**config.mk**
```make
export PLATFORM = sky130hd
export DESIGN_NAME = utf8_codec
export DESIGN_NICKNAME = d
export VERILOG_FILES = /design/src/hdl/u8c_pkg.sv /design/src/hdl/u8c_front.sv /design/src/hdl/u8c_queue.sv /design/src/hdl/u8c_back.sv /design/src/hdl/utf8_codec.sv
export SDC_FILE = /design/constraint.sdc
export NUM_CORES = 1
export LEC_CHECK = 0
export CAP_MARGIN = 20
export CORE_MARGIN = 1.5
export CORE_UTILIZATION = 40
export CTS_CLUSTER_SIZE = 14
export DETAILED_ROUTE_END_ITERATION = 8
export DONT_BUFFER_PORTS = 1
export GPL_TIMING_DRIVEN = 0
export PLACE_DENSITY = 0.66
export SKIP_LAST_GASP = 1
export SLEW_MARGIN = 0
export SYNTH_ARGS = -nofsm -noshare
export SYNTH_HDL_FRONTEND = slang
export SYNTH_SLANG_ARGS = --single-unit
```
**constraint.sdc**
```tcl
create_clock -name clk -period 4.7 [get_ports clk]
set_clock_uncertainty 0.2 [all_clocks]
set_input_delay 0.47 -clock clk [delete_from_list [all_inputs] [get_ports clk]]
set_output_delay 0.47 -clock clk [all_outputs]
set_load 0.005 [all_outputs]
```
**src/hdl/u8c_pkg.sv**
```systemverilog
`default_nettype none
package u8c_pkg;

  localparam int unsigned QueueDepth = 4;

  localparam logic [1:0] ST_DECODED = 2'd0;
  localparam logic [1:0] ST_BYTE    = 2'd1;
  localparam logic [1:0] ST_INVALID = 2'd2;
  localparam logic [1:0] ST_SHORT   = 2'd3;

  localparam logic OP_DECODE = 1'b0;
  localparam logic OP_ENCODE = 1'b1;

  localparam logic [20:0] MaxPoint   = 21'h10FFFF;
  localparam logic [20:0] Max1Byte   = 21'h00007F;
  localparam logic [20:0] Max2Byte   = 21'h0007FF;
  localparam logic [20:0] Max3Byte   = 21'h00FFFF;

  localparam logic [7:0] Lead2 = 8'hC0;
  localparam logic [7:0] Lead3 = 8'hE0;
  localparam logic [7:0] Lead4 = 8'hF0;
  localparam logic [7:0] Cont  = 8'h80;
  localparam logic [1:0] ContTag = 2'b10;

  // One queued job: a single result, or an encoded burst of count beats.
  typedef struct packed {
    logic [1:0]      status;
    logic [30:0]     point;
    logic [2:0]      len;
    logic [3:0][7:0] bytes;
    logic [2:0]      count;
  } job_t;

endpackage
`default_nettype wire

```
**src/hdl/u8c_front.sv**
```systemverilog
`default_nettype none
module u8c_front (
  input  wire logic         clk,
  input  wire logic         rst,
  input  wire logic         accept,
  input  wire logic         opcode,
  input  wire logic [7:0]   in_byte,
  input  wire logic [20:0]  code_point,
  input  wire logic         end_of_input,
  input  wire logic [2:0]   room,
  output u8c_pkg::job_t     job,
  output logic              push
);

  logic [30:0] partial_value;
  logic [2:0]  bytes_remaining;
  logic [2:0]  sequence_total;
  logic [30:0] partial_value_next;
  logic [2:0]  bytes_remaining_next;
  logic [2:0]  sequence_total_next;

  function automatic logic [3:0] lead_ones(input logic [7:0] b);
    logic [3:0] n;
    if (!b[7]) n = 4'd0;
    else if (!b[6]) n = 4'd1;
    else if (!b[5]) n = 4'd2;
    else if (!b[4]) n = 4'd3;
    else if (!b[3]) n = 4'd4;
    else if (!b[2]) n = 4'd5;
    else if (!b[1]) n = 4'd6;
    else if (!b[0]) n = 4'd7;
    else n = 4'd8;
    return n;
  endfunction

  u8c_pkg::job_t dec_job;
  u8c_pkg::job_t enc_job;
  logic          dec_push;
  logic [3:0]    n_ones;
  logic [30:0]   pv;
  logic [2:0]    rem;
  logic [2:0]    tot;
  logic          bad;

  always_comb begin
    n_ones = lead_ones(in_byte);
    pv = partial_value;
    rem = bytes_remaining;
    tot = sequence_total;
    bad = 1'b0;
    dec_push = 1'b0;
    dec_job = '0;
    dec_job.count = 3'd1;
    if (bytes_remaining != 3'd0) begin
      if (in_byte[7:6] != u8c_pkg::ContTag) begin
        bad = 1'b1;
      end else begin
        pv = {partial_value[24:0], in_byte[5:0]};
        rem = bytes_remaining - 3'd1;
      end
    end else begin
      case (n_ones)
        4'd0: ;
        4'd2: pv = {26'd0, in_byte[4:0]};
        4'd3: pv = {27'd0, in_byte[3:0]};
        4'd4: pv = {28'd0, in_byte[2:0]};
        4'd5: pv = {29'd0, in_byte[1:0]};
        4'd6: pv = {30'd0, in_byte[0]};
        default: bad = 1'b1;
      endcase
      if (n_ones >= 4'd2 && n_ones <= 4'd6) begin
        tot = n_ones[2:0];
        rem = n_ones[2:0] - 3'd1;
      end
    end
    partial_value_next = pv;
    bytes_remaining_next = rem;
    sequence_total_next = tot;
    if (bad) begin
      dec_push = 1'b1;
      dec_job.status = u8c_pkg::ST_INVALID;
      partial_value_next = '0;
      bytes_remaining_next = '0;
      sequence_total_next = '0;
    end else if (bytes_remaining == 3'd0 && n_ones == 4'd0) begin
      dec_push = 1'b1;
      dec_job.status = u8c_pkg::ST_DECODED;
      dec_job.point = {23'd0, in_byte};
      dec_job.len = 3'd1;
    end else if (rem == 3'd0) begin
      dec_push = 1'b1;
      dec_job.status = u8c_pkg::ST_DECODED;
      dec_job.point = pv;
      dec_job.len = tot;
      partial_value_next = '0;
      bytes_remaining_next = '0;
      sequence_total_next = '0;
    end else if (end_of_input) begin
      dec_push = 1'b1;
      dec_job.status = u8c_pkg::ST_SHORT;
      partial_value_next = '0;
      bytes_remaining_next = '0;
      sequence_total_next = '0;
    end
  end

  logic [2:0]      enc_n;
  logic [3:0][7:0] enc_bytes;

  always_comb begin
    enc_bytes = '0;
    if (code_point <= u8c_pkg::Max1Byte) begin
      enc_n = 3'd1;
      enc_bytes[0] = {1'b0, code_point[6:0]};
    end else if (code_point <= u8c_pkg::Max2Byte) begin
      enc_n = 3'd2;
      enc_bytes[0] = u8c_pkg::Lead2 | {3'd0, code_point[10:6]};
      enc_bytes[1] = u8c_pkg::Cont | {2'd0, code_point[5:0]};
    end else if (code_point <= u8c_pkg::Max3Byte) begin
      enc_n = 3'd3;
      enc_bytes[0] = u8c_pkg::Lead3 | {4'd0, code_point[15:12]};
      enc_bytes[1] = u8c_pkg::Cont | {2'd0, code_point[11:6]};
      enc_bytes[2] = u8c_pkg::Cont | {2'd0, code_point[5:0]};
    end else begin
      enc_n = 3'd4;
      enc_bytes[0] = u8c_pkg::Lead4 | {5'd0, code_point[20:18]};
      enc_bytes[1] = u8c_pkg::Cont | {2'd0, code_point[17:12]};
      enc_bytes[2] = u8c_pkg::Cont | {2'd0, code_point[11:6]};
      enc_bytes[3] = u8c_pkg::Cont | {2'd0, code_point[5:0]};
    end
    enc_job = '0;
    enc_job.count = 3'd1;
    if (code_point > u8c_pkg::MaxPoint) begin
      enc_job.status = u8c_pkg::ST_INVALID;
    end else if (room < enc_n) begin
      enc_job.status = u8c_pkg::ST_SHORT;
    end else begin
      enc_job.status = u8c_pkg::ST_BYTE;
      enc_job.len = enc_n;
      enc_job.bytes = enc_bytes;
      enc_job.count = enc_n;
    end
  end

  always_comb begin
    if (opcode == u8c_pkg::OP_ENCODE) begin
      job = enc_job;
      push = accept;
    end else begin
      job = dec_job;
      push = accept && dec_push;
    end
  end

  always_ff @(posedge clk) begin
    if (rst) begin
      partial_value <= '0;
      bytes_remaining <= '0;
      sequence_total <= '0;
    end else if (accept && opcode == u8c_pkg::OP_DECODE) begin
      partial_value <= partial_value_next;
      bytes_remaining <= bytes_remaining_next;
      sequence_total <= sequence_total_next;
    end
  end

endmodule
`default_nettype wire

```
**src/hdl/u8c_queue.sv**
```systemverilog
`default_nettype none
module u8c_queue #(
  parameter int unsigned DEPTH = u8c_pkg::QueueDepth
) (
  input  wire logic          clk,
  input  wire logic          rst,
  input  wire logic          push,
  input  u8c_pkg::job_t      push_job,
  input  wire logic          pop,
  output u8c_pkg::job_t      head,
  output logic               full,
  output logic               not_empty
);

  localparam int unsigned PtrW = (DEPTH > 1) ? $clog2(DEPTH) : 1;

  u8c_pkg::job_t   slots [DEPTH];
  logic [PtrW-1:0] wr_ptr;
  logic [PtrW-1:0] rd_ptr;
  logic [PtrW:0]   fill;

  assign full = (fill == (PtrW+1)'(DEPTH));
  assign not_empty = (fill != '0);
  assign head = slots[rd_ptr];

  function automatic logic [PtrW-1:0] bump(input logic [PtrW-1:0] p);
    logic [PtrW-1:0] r;
    if (p == PtrW'(DEPTH - 1)) r = '0;
    else r = p + PtrW'(1);
    return r;
  endfunction

  always_ff @(posedge clk) begin
    if (push && !full) begin
      slots[wr_ptr] <= push_job;
    end
  end

  always_ff @(posedge clk) begin
    if (rst) begin
      wr_ptr <= '0;
      rd_ptr <= '0;
      fill <= '0;
    end else begin
      if (push && !full) wr_ptr <= bump(wr_ptr);
      if (pop && not_empty) rd_ptr <= bump(rd_ptr);
      case ({push && !full, pop && not_empty})
        2'b10: fill <= fill + (PtrW+1)'(1);
        2'b01: fill <= fill - (PtrW+1)'(1);
        default: fill <= fill;
      endcase
    end
  end

endmodule
`default_nettype wire

```
**src/hdl/u8c_back.sv**
```systemverilog
`default_nettype none
module u8c_back (
  input  wire logic         clk,
  input  wire logic         rst,
  input  u8c_pkg::job_t     job,
  input  wire logic         job_valid,
  output logic              job_pop,
  output logic              out_valid,
  input  wire logic         out_ready,
  output logic [1:0]        status,
  output logic [30:0]       decoded_point,
  output logic [2:0]        seq_length,
  output logic [7:0]        out_byte,
  output logic              last
);

  logic [1:0] beat_idx;
  logic       load;
  logic       final_beat;

  assign load = job_valid && (!out_valid || out_ready);
  assign final_beat = ({1'b0, beat_idx} == (job.count - 3'd1));
  assign job_pop = load && final_beat;

  always_ff @(posedge clk) begin
    if (rst) begin
      out_valid <= 1'b0;
      beat_idx <= '0;
    end else begin
      if (load) begin
        out_valid <= 1'b1;
        beat_idx <= final_beat ? 2'd0 : beat_idx + 2'd1;
      end else if (out_ready) begin
        out_valid <= 1'b0;
      end
    end
  end

  always_ff @(posedge clk) begin
    if (load) begin
      status <= job.status;
      decoded_point <= job.point;
      seq_length <= job.len;
      out_byte <= job.bytes[beat_idx];
      last <= final_beat;
    end
  end

endmodule
`default_nettype wire

```
**src/hdl/utf8_codec.sv**
```systemverilog
// UTF-8 codec: one byte decoded or one code point encoded per beat.
// Results pass a queue slot, then the output register. Throughput: one input beat
// per cycle while the queue is not full; an encode emits 1 to 4 beats, one per cycle
// unless stalled; the single output register and the queue set the sustained rate.
// Reset (rst, synchronous): clears the decode state, the job queue and output valid.
`default_nettype none
module utf8_codec #(
  parameter int unsigned QDEPTH = u8c_pkg::QueueDepth
) (
  input  wire logic         clk,
  input  wire logic         rst,
  input  wire logic         in_valid,
  output logic              in_ready,
  input  wire logic         opcode,
  input  wire logic [7:0]   in_byte,
  input  wire logic [20:0]  code_point,
  input  wire logic         end_of_input,
  input  wire logic [2:0]   room,
  output logic              out_valid,
  input  wire logic         out_ready,
  output logic [1:0]        status,
  output logic [30:0]       decoded_point,
  output logic [2:0]        seq_length,
  output logic [7:0]        out_byte,
  output logic              last
);

  u8c_pkg::job_t new_job;
  u8c_pkg::job_t head_job;
  logic          push;
  logic          pop;
  logic          full;
  logic          not_empty;

  assign in_ready = !full;

  u8c_front u_front (
    .clk          (clk),
    .rst          (rst),
    .accept       (in_valid && in_ready),
    .opcode       (opcode),
    .in_byte      (in_byte),
    .code_point   (code_point),
    .end_of_input (end_of_input),
    .room         (room),
    .job          (new_job),
    .push         (push)
  );

  u8c_queue #(.DEPTH(QDEPTH)) u_queue (
    .clk       (clk),
    .rst       (rst),
    .push      (push),
    .push_job  (new_job),
    .pop       (pop),
    .head      (head_job),
    .full      (full),
    .not_empty (not_empty)
  );

  u8c_back u_back (
    .clk           (clk),
    .rst           (rst),
    .job           (head_job),
    .job_valid     (not_empty),
    .job_pop       (pop),
    .out_valid     (out_valid),
    .out_ready     (out_ready),
    .status        (status),
    .decoded_point (decoded_point),
    .seq_length    (seq_length),
    .out_byte      (out_byte),
    .last          (last)
  );

endmodule
`default_nettype wire
```
==> results of run 1 <==
==> cell families after synthesis <==
logic type | after synthesis | synth area share (%)
AND/OR/NAND/NOR | 171 | 5.62
buffers and inverters | 73 | 2.26
flip-flops | 358 | 70.0
adder cells (fa/ha/maj) | 17 | 1.50
multiplexers | 80 | 11.3
XOR/XNOR | 8 | 0.478
AO/OA/AOI/OAI | 176 | 8.86
==> power by group through the flow <==
| stage | logic [mW] | clock network, mW | registers [mW] |
|---|---|---|---|
| after floorplan | 1.27 | 0 | 4.50 |
| after global placement | 1.75 | 0 | 4.61 |
| after detailed placement | 1.91 | 0 | 4.56 |
| after CTS | 1.92 | 2.94 | 4.50 |
| after global routing | 2.03 | 3.05 | 4.54 |
| final | 1.86 | 2.87 | 4.48 |
==> path summary, 6_finish.rpt <==
| path | startpoint | endpoint | slack [ps] | depth (start not counted) |
|---|---|---|---|---|
| worst max register to register | flop | u_queue.fill[2] | 510 | 15 |
| worst min register to register | u_front.bytes_remaining[0] | u_front.bytes_remaining[0] | 260 | 2 |
| worst min-delay path | code_point[5] | u_queue.slots[2][32] | 30 | 1 |
| worst max-delay path | flop | u_queue.fill[2] | 510 | 15 |
==> state kept, by name, summed over array words and instances, names as in the netlist, named ones only <==
signal,count
u_front.partial_value,31
u_back.out_valid,1
u_queue.rd_ptr,2
u_back.seq_length,3
u_queue.fill,3
u_front.bytes_remaining,3
u_back.status,2
u_front.sequence_total,3
u_back.beat_idx,2
u_queue.slots,264
u_back.last,1
u_back.decoded_point,31
u_back.out_byte,8
u_queue.wr_ptr,2
==> cell usage after synthesis (all sizes together), types with 3 or more instances <==
| master | number |
|---|---|
| a21oi | 29 |
| o21a | 3 |
| nand4 | 3 |
| nor3 | 12 |
| o211ai | 4 |
| and3 | 5 |
| a211oi | 10 |
| a311oi | 3 |
| a22o | 37 |
| a31oi | 5 |
| mux2i | 9 |
| nand2b | 3 |
| edfxtp | 309 |
| mux4 | 68 |
| ha | 16 |
| inv | 28 |
| nor2 | 71 |
| a31o | 6 |
| and2 | 14 |
| o21ai | 17 |
| a32o | 3 |
| xnor2 | 4 |
| or2 | 3 |
| xor2 | 4 |
| mux2 | 3 |
| clkbuf | 20 |
| dfxtp | 49 |
| a21o | 6 |
| nor2b | 6 |
| nand3 | 8 |
| a22oi | 32 |
| or3 | 3 |
| buf | 25 |
| nand2 | 33 |
| o22ai | 6 |
==> final cells by class <==
cell class | instances | area, µm²
multi-input cells | 452 | 4090
plain buffers | 44 | 221
inverters | 28 | 105
clock buffers | 46 | 990
clock inverters | 17 | 194
well taps | 461 | 577
fillers | 2981 | 19200
flip-flops and latches | 358 | 10300
repair buffers | 11 | 203
==> metal layers <==
layer  wire length [µm]  track usage [%]
met3               2190             3.80
met5                  0                0
met4                867             5.99
met2              15500             27.9
met1              13300             22.5
==> metrics by stage <==
stage,instance area (µm²),hold slack [ps]
final,16600,25.4
after global routing,16600,42.5
after CTS,16600,2.35
after detailed placement,15400,258
after global placement,15200,249
after floorplan,14700,232
==> worst max-delay path, delay by kind of cell (launching register included) <==
kind | cells | cell delay (ps)
mux | 1 | 400
flops | 1 | 300
buf+inv | 5 | 1160
xor+xnor | 2 | 280
simple gates | 3 | 820
compound gates | 1 | 140
fa+ha+maj | 3 | 810
==> repair_timing <==
action / 4_1_cts / 5_1_grt
hold buffers: 4 / 0
endpoints found under the hold margin: 5 / 0
setup endpoints to repair: 0 / 1
gates resized for setup: 0 / 0
==> flow_metrics.py, run 1 <==
metrics = {
    "worst_setup_path": {
        "cp_max_fo": 10,
        "cp_cell_sequence": "buf_2, buf_1, mux4_2, inv_1, ha_1, xnor2_1, nor3_1, and2_1, buf_2, ha_1, inv_1, fa_1, xor2_1, or3_1, a21oi_1",
        "worstPathRequired_ps": 4930,
        "crit_path_start_kind": "flop",
        "cp.arrival_ps": 4420,
        "slowest_delay_ps": 540,
        "worstSetupPathType": "reg -> reg",
        "end_kind": "flop",
        "crit_slowest_cell": "buf_1",
    },
    "floorplanning": {
        "start_util_pct": 40.9,
        "dieHeight_um": 194,
        "dieWidth_um": 194,
        "row_count": 69,
        "boundaryPins": 85,
        "dieArea_mm2": 0.0378,
        "core-area_mm2": 0.0358,
    },
    "timing": {
        "finalCritPeriodShare_pct": 89.1,
        "setup_violations": 0,
        "worst_pin_slew_ps": 996,
        "fmax_mhz": 239,
        "period_needed_ps": 4190,
        "setup_slack_ps": 513,
        "slew_headroom_pct": 33.6,
        "final.setup.tns_ps": 0,
        "maxSlewViolCount": 0,
        "hold_viol": 0,
        "grt_setup_unrepaired": "no",
    },
    "cts": {
        "root_buffer": "clkbuf_16",
        "clkLatencyLatePin_ps": 510,
        "cts_made_buffers": 36,
        "postCtsSetupBuffers": 0,
        "tritoncts": "built",
        "clk_pin_slew_ps": 60,
        "clk_path_buf_depth": 3,
        "clock_sinks": 358,
        "cts_htree_levels": 2,
    },
    "yosys": {
        "ys_types": 68,
        "yosysTopAreaCell": "edfxtp_1",
        "yosysSeqAreaShare_pct": 70.0,
        "ys.flop_type": "edfxtp_1",
        "synth_area_mm2": 0.0147,
        "ys_ff_latch": 358,
        "syn_inst": 883,
        "synthArstFlopShare_pct": 0,
        "avgSynthCellArea_um2": 16.6,
        "synth.net_count": 938,
        "synth_top_area_share_pct": 63.3,
        "yosys_warnings": 0,
        "synth_edf_count": 309,
        "ys_top_cells_by_area": "edfxtp_1 63%, mux4_2 10%, dfxtp_1 6.7%",
    },
    "cells_and_area": {
        "antenna_cells": 0,
        "fin_cells": 1417,
        "layout_commonest_cell": "edfxtp_1",
        "layout_common_cells": "309 x edfxtp_1, 71 x nor2_1, 68 x mux4_2",
        "area_delta_synth_final_pct": 13.5,
        "drive_gt1_share_pct": 17.6,
        "finalNetCount": 986,
        "utilization_pct": 46.4,
    },
    "route": {
        "wl_per_cell_um": 22.5,
        "drc_errors": 0,
        "first_pass_iters": 5,
        "drt-initial-drc-count": 725,
        "ant_nets": 0,
        "vias": 8172,
        "viasPerCell": 5.77,
        "wl_mm": 31.9,
    },
    "pwr": {
        "pwr-share-seq_pct": 48.6,
        "power_density_mw_per_mm2": 554,
        "power_switching_mw": 2.45,
        "leakage_nw": 5.53,
        "total_power_mw": 9.22,
        "switching_share_pct": 26.5,
        "max-vdd-ir-drop_mv": 0.265,
        "pwr-share-clk_pct": 31.2,
        "comb_power_share_pct": 20.2,
        "p_int_mw": 6.77,
    },
    "placement": {
        "portBuffers": 0,
        "place_ws_ps": 143,
        "hpwlAfterDp_mm": 20.7,
        "dp.cells": 1350,
        "routabilityCongestion": 0.919,
    },
    "global_routing": {
        "grt_pass1_vias": 8190,
        "grt-ovfl-total": 0,
        "grt_pass1_wl_mm": 49.0,
        "antenna_found_initial": 0,
        "grt_max_degree": 55,
        "grt_usage_pct": 17.0,
    },
    "flow_run": {
        "max_cap_violations": 0,
    },
    "run_status": {
        "status": "finished clean",
    },
    "min_path": {
        "holdCritPathClass": "in -> reg",
    },
}
No activity file was read; power rests on OpenSTA's default activity.
==> run 2, diff against run 1 <==
Settings changed: CORE_MARGIN 1.5 to 2, PLACE_DENSITY 0.66 to 0.64.
Clock period 4.7 ns to 4.68 ns, I/O delays scaled along.
==> run 2 against run 1 <==
Effect of this change:
- largest cell class unchanged
- sequential share of layout area increased by 0.14 points
- clock power down 3%
- non-clock buffer count did not move
- critical path type unchanged
- global-route usage down 0.48 points
- sequential power is essentially flat
- flip-flop and latch count unchanged
- final cell count grew 0.64%
==> flow_metrics.py, run 2 (synthesis gave the netlist of run 1 again) <==
metrics = {
    "cts": {
        "tritoncts": "built",
        "cts_made_buffers": 36,
        "cts_resized": 0,
        "root_buffer": "clkbuf_16",
        "clkLatencyLatePin_ps": 520,
        "clk_path_buf_depth": 3,
        "clk_pin_slew_ps": 60,
        "postCtsSetupBuffers": 0,
        "cts_htree_levels": 2,
        "clock_sinks": 358,
    },
    "timing": {
        "slew_headroom_pct": 24.4,
        "period_needed_ps": 4300,
        "hold_slack_ps": 32.8,
        "fmax_mhz": 233,
        "maxSlewViolCount": 0,
        "hold_viol": 0,
        "worst_pin_slew_ps": 1130,
        "finalCritPeriodShare_pct": 91.8,
        "setup_slack_ps": 382,
        "grt_setup_unrepaired": "no",
        "setup_violations": 0,
    },
    "floorplanning": {
        "dieHeight_um": 195,
        "dieWidth_um": 195,
        "start_util_pct": 40.3,
        "boundaryPins": 85,
        "row_count": 70,
        "core-area_mm2": 0.0363,
        "dieArea_mm2": 0.0382,
    },
    "flow_run": {
        "max_cap_violations": 0,
    },
    "global_routing": {
        "top_usage_layer": "met2",
        "grt_max_degree": 52,
        "gr-usage-met3_pct": 4.08,
        "grt_use_met1_pct": 21.8,
        "grt_pass1_vias": 8023,
        "antenna_found_initial": 1,
        "grt_usage_pct": 16.6,
        "grt-ovfl-total": 0,
        "grt_pass1_wl_mm": 48.1,
        "grtUsageMet2_pct": 27.1,
    },
    "run_status": {
        "status": "finished clean",
    },
    "cells_and_area": {
        "fill_cells": 3057,
        "finalNetCount": 986,
        "finalInstanceArea_mm2": 0.0166,
        "drive_gt1_share_pct": 17.7,
        "largest_register_ffs": 264,
        "layout_common_cells": "309 x edfxtp_1, 71 x nor2_1, 68 x mux4_2",
        "largest_register": "u_queue.slots",
        "layout_commonest_cell": "edfxtp_1",
        "area_delta_synth_final_pct": 13.2,
        "reg_top3": "u_queue.slots (264), u_back.decoded_point (31), u_front.partial_value (31)",
        "fin_cells": 1426,
    },
    "route": {
        "first_pass_iters": 7,
        "ant_nets": 0,
        "vias": 8049,
        "viasPerCell": 5.64,
        "drt-initial-drc-count": 731,
        "wl_per_cell_um": 22.1,
        "wl_mm": 31.6,
        "drc_errors": 0,
    },
    "placement": {
        "portBuffers": 0,
        "place_ws_ps": 119,
        "hpwlAfterDp_mm": 20.7,
        "routabilityCongestion": 0.896,
        "dp.cells": 1357,
        "dpl_cell_area_mm2": 0.0154,
    },
    "worst_setup_path": {
        "path_delay_family": "buffers and inverters",
        "cp.arrival_ps": 4540,
        "worstPathRequired_ps": 4920,
        "cp_max_fo": 10,
        "worstSetupPathType": "reg -> reg",
        "crit_path_start_kind": "flop",
        "crit_slowest_cell": "buf_1",
        "rrSetupSlack_ps": 380,
        "end_kind": "flop",
        "worst-path-buf-inv": 5,
        "cp_cell_sequence": "buf_2, buf_1, mux4_2, inv_1, ha_1, xnor2_1, nor3_1, and2_1, buf_2, ha_1, inv_1, fa_1, xor2_1, or3_1, a21oi_1",
        "slowest_delay_ps": 560,
    },
    "pwr": {
        "max-vdd-ir-drop_mv": 0.285,
        "power_density_mw_per_mm2": 550,
        "leakage_nw": 5.51,
    },
    "min_path": {
        "holdCritPathClass": "in -> reg",
    },
}
[run 2: cell count changes in the layout (fill, tap and decap cells not counted)]
| cell | previous run | this run |
|---|---|---|
| bufinv_16 | 4 | 2 |
| clkbuf_1 | 26 | 27 |
| clkinv_1 | 4 | 3 |
| clkinv_2 | 5 | 9 |
| clkinvlp_4 | 1 | 2 |
| diode_2 | 0 | 1 |
| inv_6 | 3 | 1 |
[run 2: metal layers]
| layer | up-vias | routed length (µm) |
|---|---|---|
| li1 | 3615 | - |
| met1 | 4132 | 13500 |
| met2 | 241 | 15300 |
| met3 | 61 | 2010 |
| met4 | 0 | 779 |
| met5 | - | 0 |
[run 2: final cells by class]
cell class,instances,area [µm²],share of cell area [%]
antenna,1,2.50,0.0151
inverter,28,105,0.633
clock buffer,47,993,5.98
sequential,358,10300,61.8
clock inverter,17,140,0.844
timing repair buffer,11,203,1.22
buffer,44,221,1.33
multi-input combinational,452,4090,24.6
tap,468,586,3.53
[run 2: stage by stage]
stage	util, %	setup TNS (ps)	power, mW
2_1_floorplan	-	0	5.80
3_3_place_gp	42.0	-397970	6.38
3_5_place_dp	42.4	0	6.50
4_1_cts	45.7	0	9.27
5_1_grt	45.7	0	9.54
6_report	45.7	0	9.13
[run 2: what timing repair did]
item,4_1_cts,5_1_grt
hold buffers,4,0
setup endpoints to repair,0,1
endpoints found under the hold margin,5,0
[run 2: final timing paths]
check	startpoint	endpoint	cells past startpoint
hold reg to reg	u_front.bytes_remaining[0]	u_front.bytes_remaining[0]	2
hold / removal	code_point[0]	u_queue.slots[0][27]	1
setup reg to reg	flop	u_queue.fill[2]	15
setup / recovery	flop	u_queue.fill[2]	15
[run 2: power breakdown]
group / internal [mW] / leakage (nW) / total (mW) / switching [mW]
combinational: 0.798 / 1.60 / 1.86 / 1.07
clock: 1.61 / 0.559 / 2.77 / 1.16
sequential: 4.28 / 3.35 / 4.49 / 0.212
==> run 3, diff against run 2 <==
Settings changed: RECOVER_POWER from default to 100.
Clock period 4.68 ns to 5.42 ns, I/O delays scaled along.
==> run 3 against run 2 <==
Effect of this change:
- core utilization fell by 0.78 points
- non-clock buffer count shrank 2
- setup slack better by 320 ps
- clock-buffer cell count is 3 higher
- register-to-register slack gained 410 ps
- routed wire length is 1.6% higher
- worst hold slack worse by 23 ps
- flip-flop and latch count is the same
- sequential power fell by 13%
- cell area fell by 1.7%
- critical endpoint is now u_queue.slots[1][61]
- largest cell class unchanged
- highest routed layer unchanged
==> flow_metrics.py, run 3 (synthesis gave the netlist of run 1 again) <==
metrics = {
    "run_status": {
        "status": "finished clean",
    },
    "worst_setup_path": {
        "end_kind": "flop",
        "crit_path_start_kind": "primary input",
        "cp_max_fo": 48,
        "cp.arrival_ps": 4660,
        "crit_slowest_cell": "clkbuf_4",
        "cp_cell_sequence": "clkbuf_1, and2_0, nor2b_1, ha_1, a21boi_0, o2111a_1, a311oi_1, a211oi_1, a31o_1, and2_4, clkbuf_4",
        "worst-path-buf-inv": 2,
        "worstSetupPathType": "in -> reg",
        "worstPathRequired_ps": 5360,
        "slowest_delay_ps": 740,
        "path_delay_family": "compound AO/OA/AOI/OAI gates",
    },
    "placement": {
        "dp.cells": 1358,
        "routabilityCongestion": 0.895,
        "hpwlAfterDp_mm": 21.1,
        "dpl_cell_area_mm2": 0.0154,
        "place_ws_ps": 796,
        "portBuffers": 0,
    },
    "global_routing": {
        "antenna_found_initial": 0,
        "grt_pass1_vias": 8095,
        "grt_max_degree": 53,
        "grt_pass1_wl_mm": 49.2,
        "grt_usage_pct": 16.9,
        "grt-ovfl-total": 0,
    },
    "floorplanning": {
        "dieArea_mm2": 0.0382,
        "dieWidth_um": 195,
        "start_util_pct": 40.3,
        "row_count": 70,
        "boundaryPins": 85,
        "dieHeight_um": 195,
        "core-area_mm2": 0.0363,
    },
    "route": {
        "ant_nets": 0,
        "drt-initial-drc-count": 795,
        "wl_met3_mm": 2.38,
        "vias": 8152,
        "viasPerCell": 5.73,
        "met2_length_mm": 15.6,
        "first_pass_iters": 5,
        "drc_errors": 0,
        "top_layer": "met4",
        "wl_met1_mm": 13.5,
        "wl_per_cell_um": 22.5,
        "wl_mm": 32.1,
    },
    "timing": {
        "hold_viol": 0,
        "fmax_mhz": 212,
        "worst_pin_slew_ps": 1380,
        "grt_setup_unrepaired": "no",
        "slew_headroom_pct": 7.02,
        "setup_violations": 0,
        "period_needed_ps": 4710,
        "setup_slack_ps": 706,
        "hold_slack_ps": 9.47,
        "final.setup.tns_ps": 0,
        "maxSlewViolCount": 0,
        "finalCritPeriodShare_pct": 87.0,
    },
    "cts": {
        "cts_htree_levels": 2,
        "clk_path_buf_depth": 3,
        "clkLatencyLatePin_ps": 530,
        "tritoncts": "built",
        "clock_sinks": 358,
        "holdBufCountCts": 1,
        "postCtsSetupBuffers": 0,
        "cts_made_buffers": 35,
        "clk_pin_slew_ps": 60,
        "cts_resized": 0,
        "root_buffer": "clkbuf_16",
    },
    "cells_and_area": {
        "fill_cells": 3118,
        "layout_common_cells": "309 x edfxtp_1, 71 x nor2_1, 68 x mux4_2",
        "antenna_cells": 0,
        "area_delta_synth_final_pct": 11.3,
        "reg_top3": "u_queue.slots (264), u_back.decoded_point (31), u_front.partial_value (31)",
        "drive_gt1_share_pct": 15.2,
        "fin_cells": 1423,
        "largest_register": "u_queue.slots",
        "largest_register_ffs": 264,
        "seqCellArea_mm2": 0.0103,
        "finalNetCount": 983,
        "multi_input_area_mm2": 0.00406,
        "utilization_pct": 44.9,
        "layout_commonest_cell": "edfxtp_1",
        "finalInstanceArea_mm2": 0.0163,
    },
    "flow_run": {
        "max_cap_violations": 0,
    },
    "pwr": {
        "pwr-share-clk_pct": 29.1,
        "comb_power_share_pct": 20.0,
        "p_int_mw": 5.58,
        "switching_share_pct": 27.3,
        "max-vdd-ir-drop_mv": 0.242,
        "total_power_mw": 7.67,
        "leakage_nw": 5.37,
        "power_switching_mw": 2.09,
        "pwr-share-seq_pct": 50.8,
        "power_density_mw_per_mm2": 470,
    },
    "min_path": {
        "holdCritPathClass": "in -> reg",
    },
}
-- run 3: worst register-to-register path: stages, from the launching register on --
cell and delay, ps:
dfxtp_1 300, clkbuf_1 590, clkbuf_1 520, mux4_2 390, inv_1 70, ha_1 230
xnor2_1 130, nor3_1 350, and2_0 190, clkbuf_1 290, ha_1 260, inv_1 60
fa_1 370, xor2_1 160, or3_1 300, a21oi_1 140
-- run 3: worst paths after layout --
path,from,to,slack [ps],cells past startpoint
setup / recovery,in_byte[7],u_queue.slots[1][61],710,11
hold / removal,out_ready,u_back.out_valid,9,3
setup reg to reg,flop,u_queue.fill[2],790,15
hold reg to reg,u_front.bytes_remaining[0],u_front.bytes_remaining[0],270,2
-- run 3: area by class of cell --
type | instances | area share [%]
Buffer | 45 | 1.20
Clock buffer | 50 | 5.90
Clock inverter | 14 | 0.491
Inverter | 28 | 0.644
Multi-Input combinational cell | 452 | 24.9
Sequential cell | 358 | 62.9
Tap cell | 468 | 3.59
Timing Repair Buffer | 8 | 0.422
-- run 3: layer usage --
layer	global-route usage, %	vias up
met3	3.77	41
li1	-	3612
met4	4.75	0
met2	28.0	287
met1	22.7	4212
met5	0	-
-- run 3: power groups by stage --
stage                     Sequential [mW]  Combinational (mW)  Clock (mW)
after global routing                 3.95                1.69        2.39
after floorplan                      3.92                1.10           0
after CTS                            3.90                1.67        2.28
final                                3.90                1.54        2.23
after global placement               4.02                1.50           0
after detailed placement             3.96                1.66           0
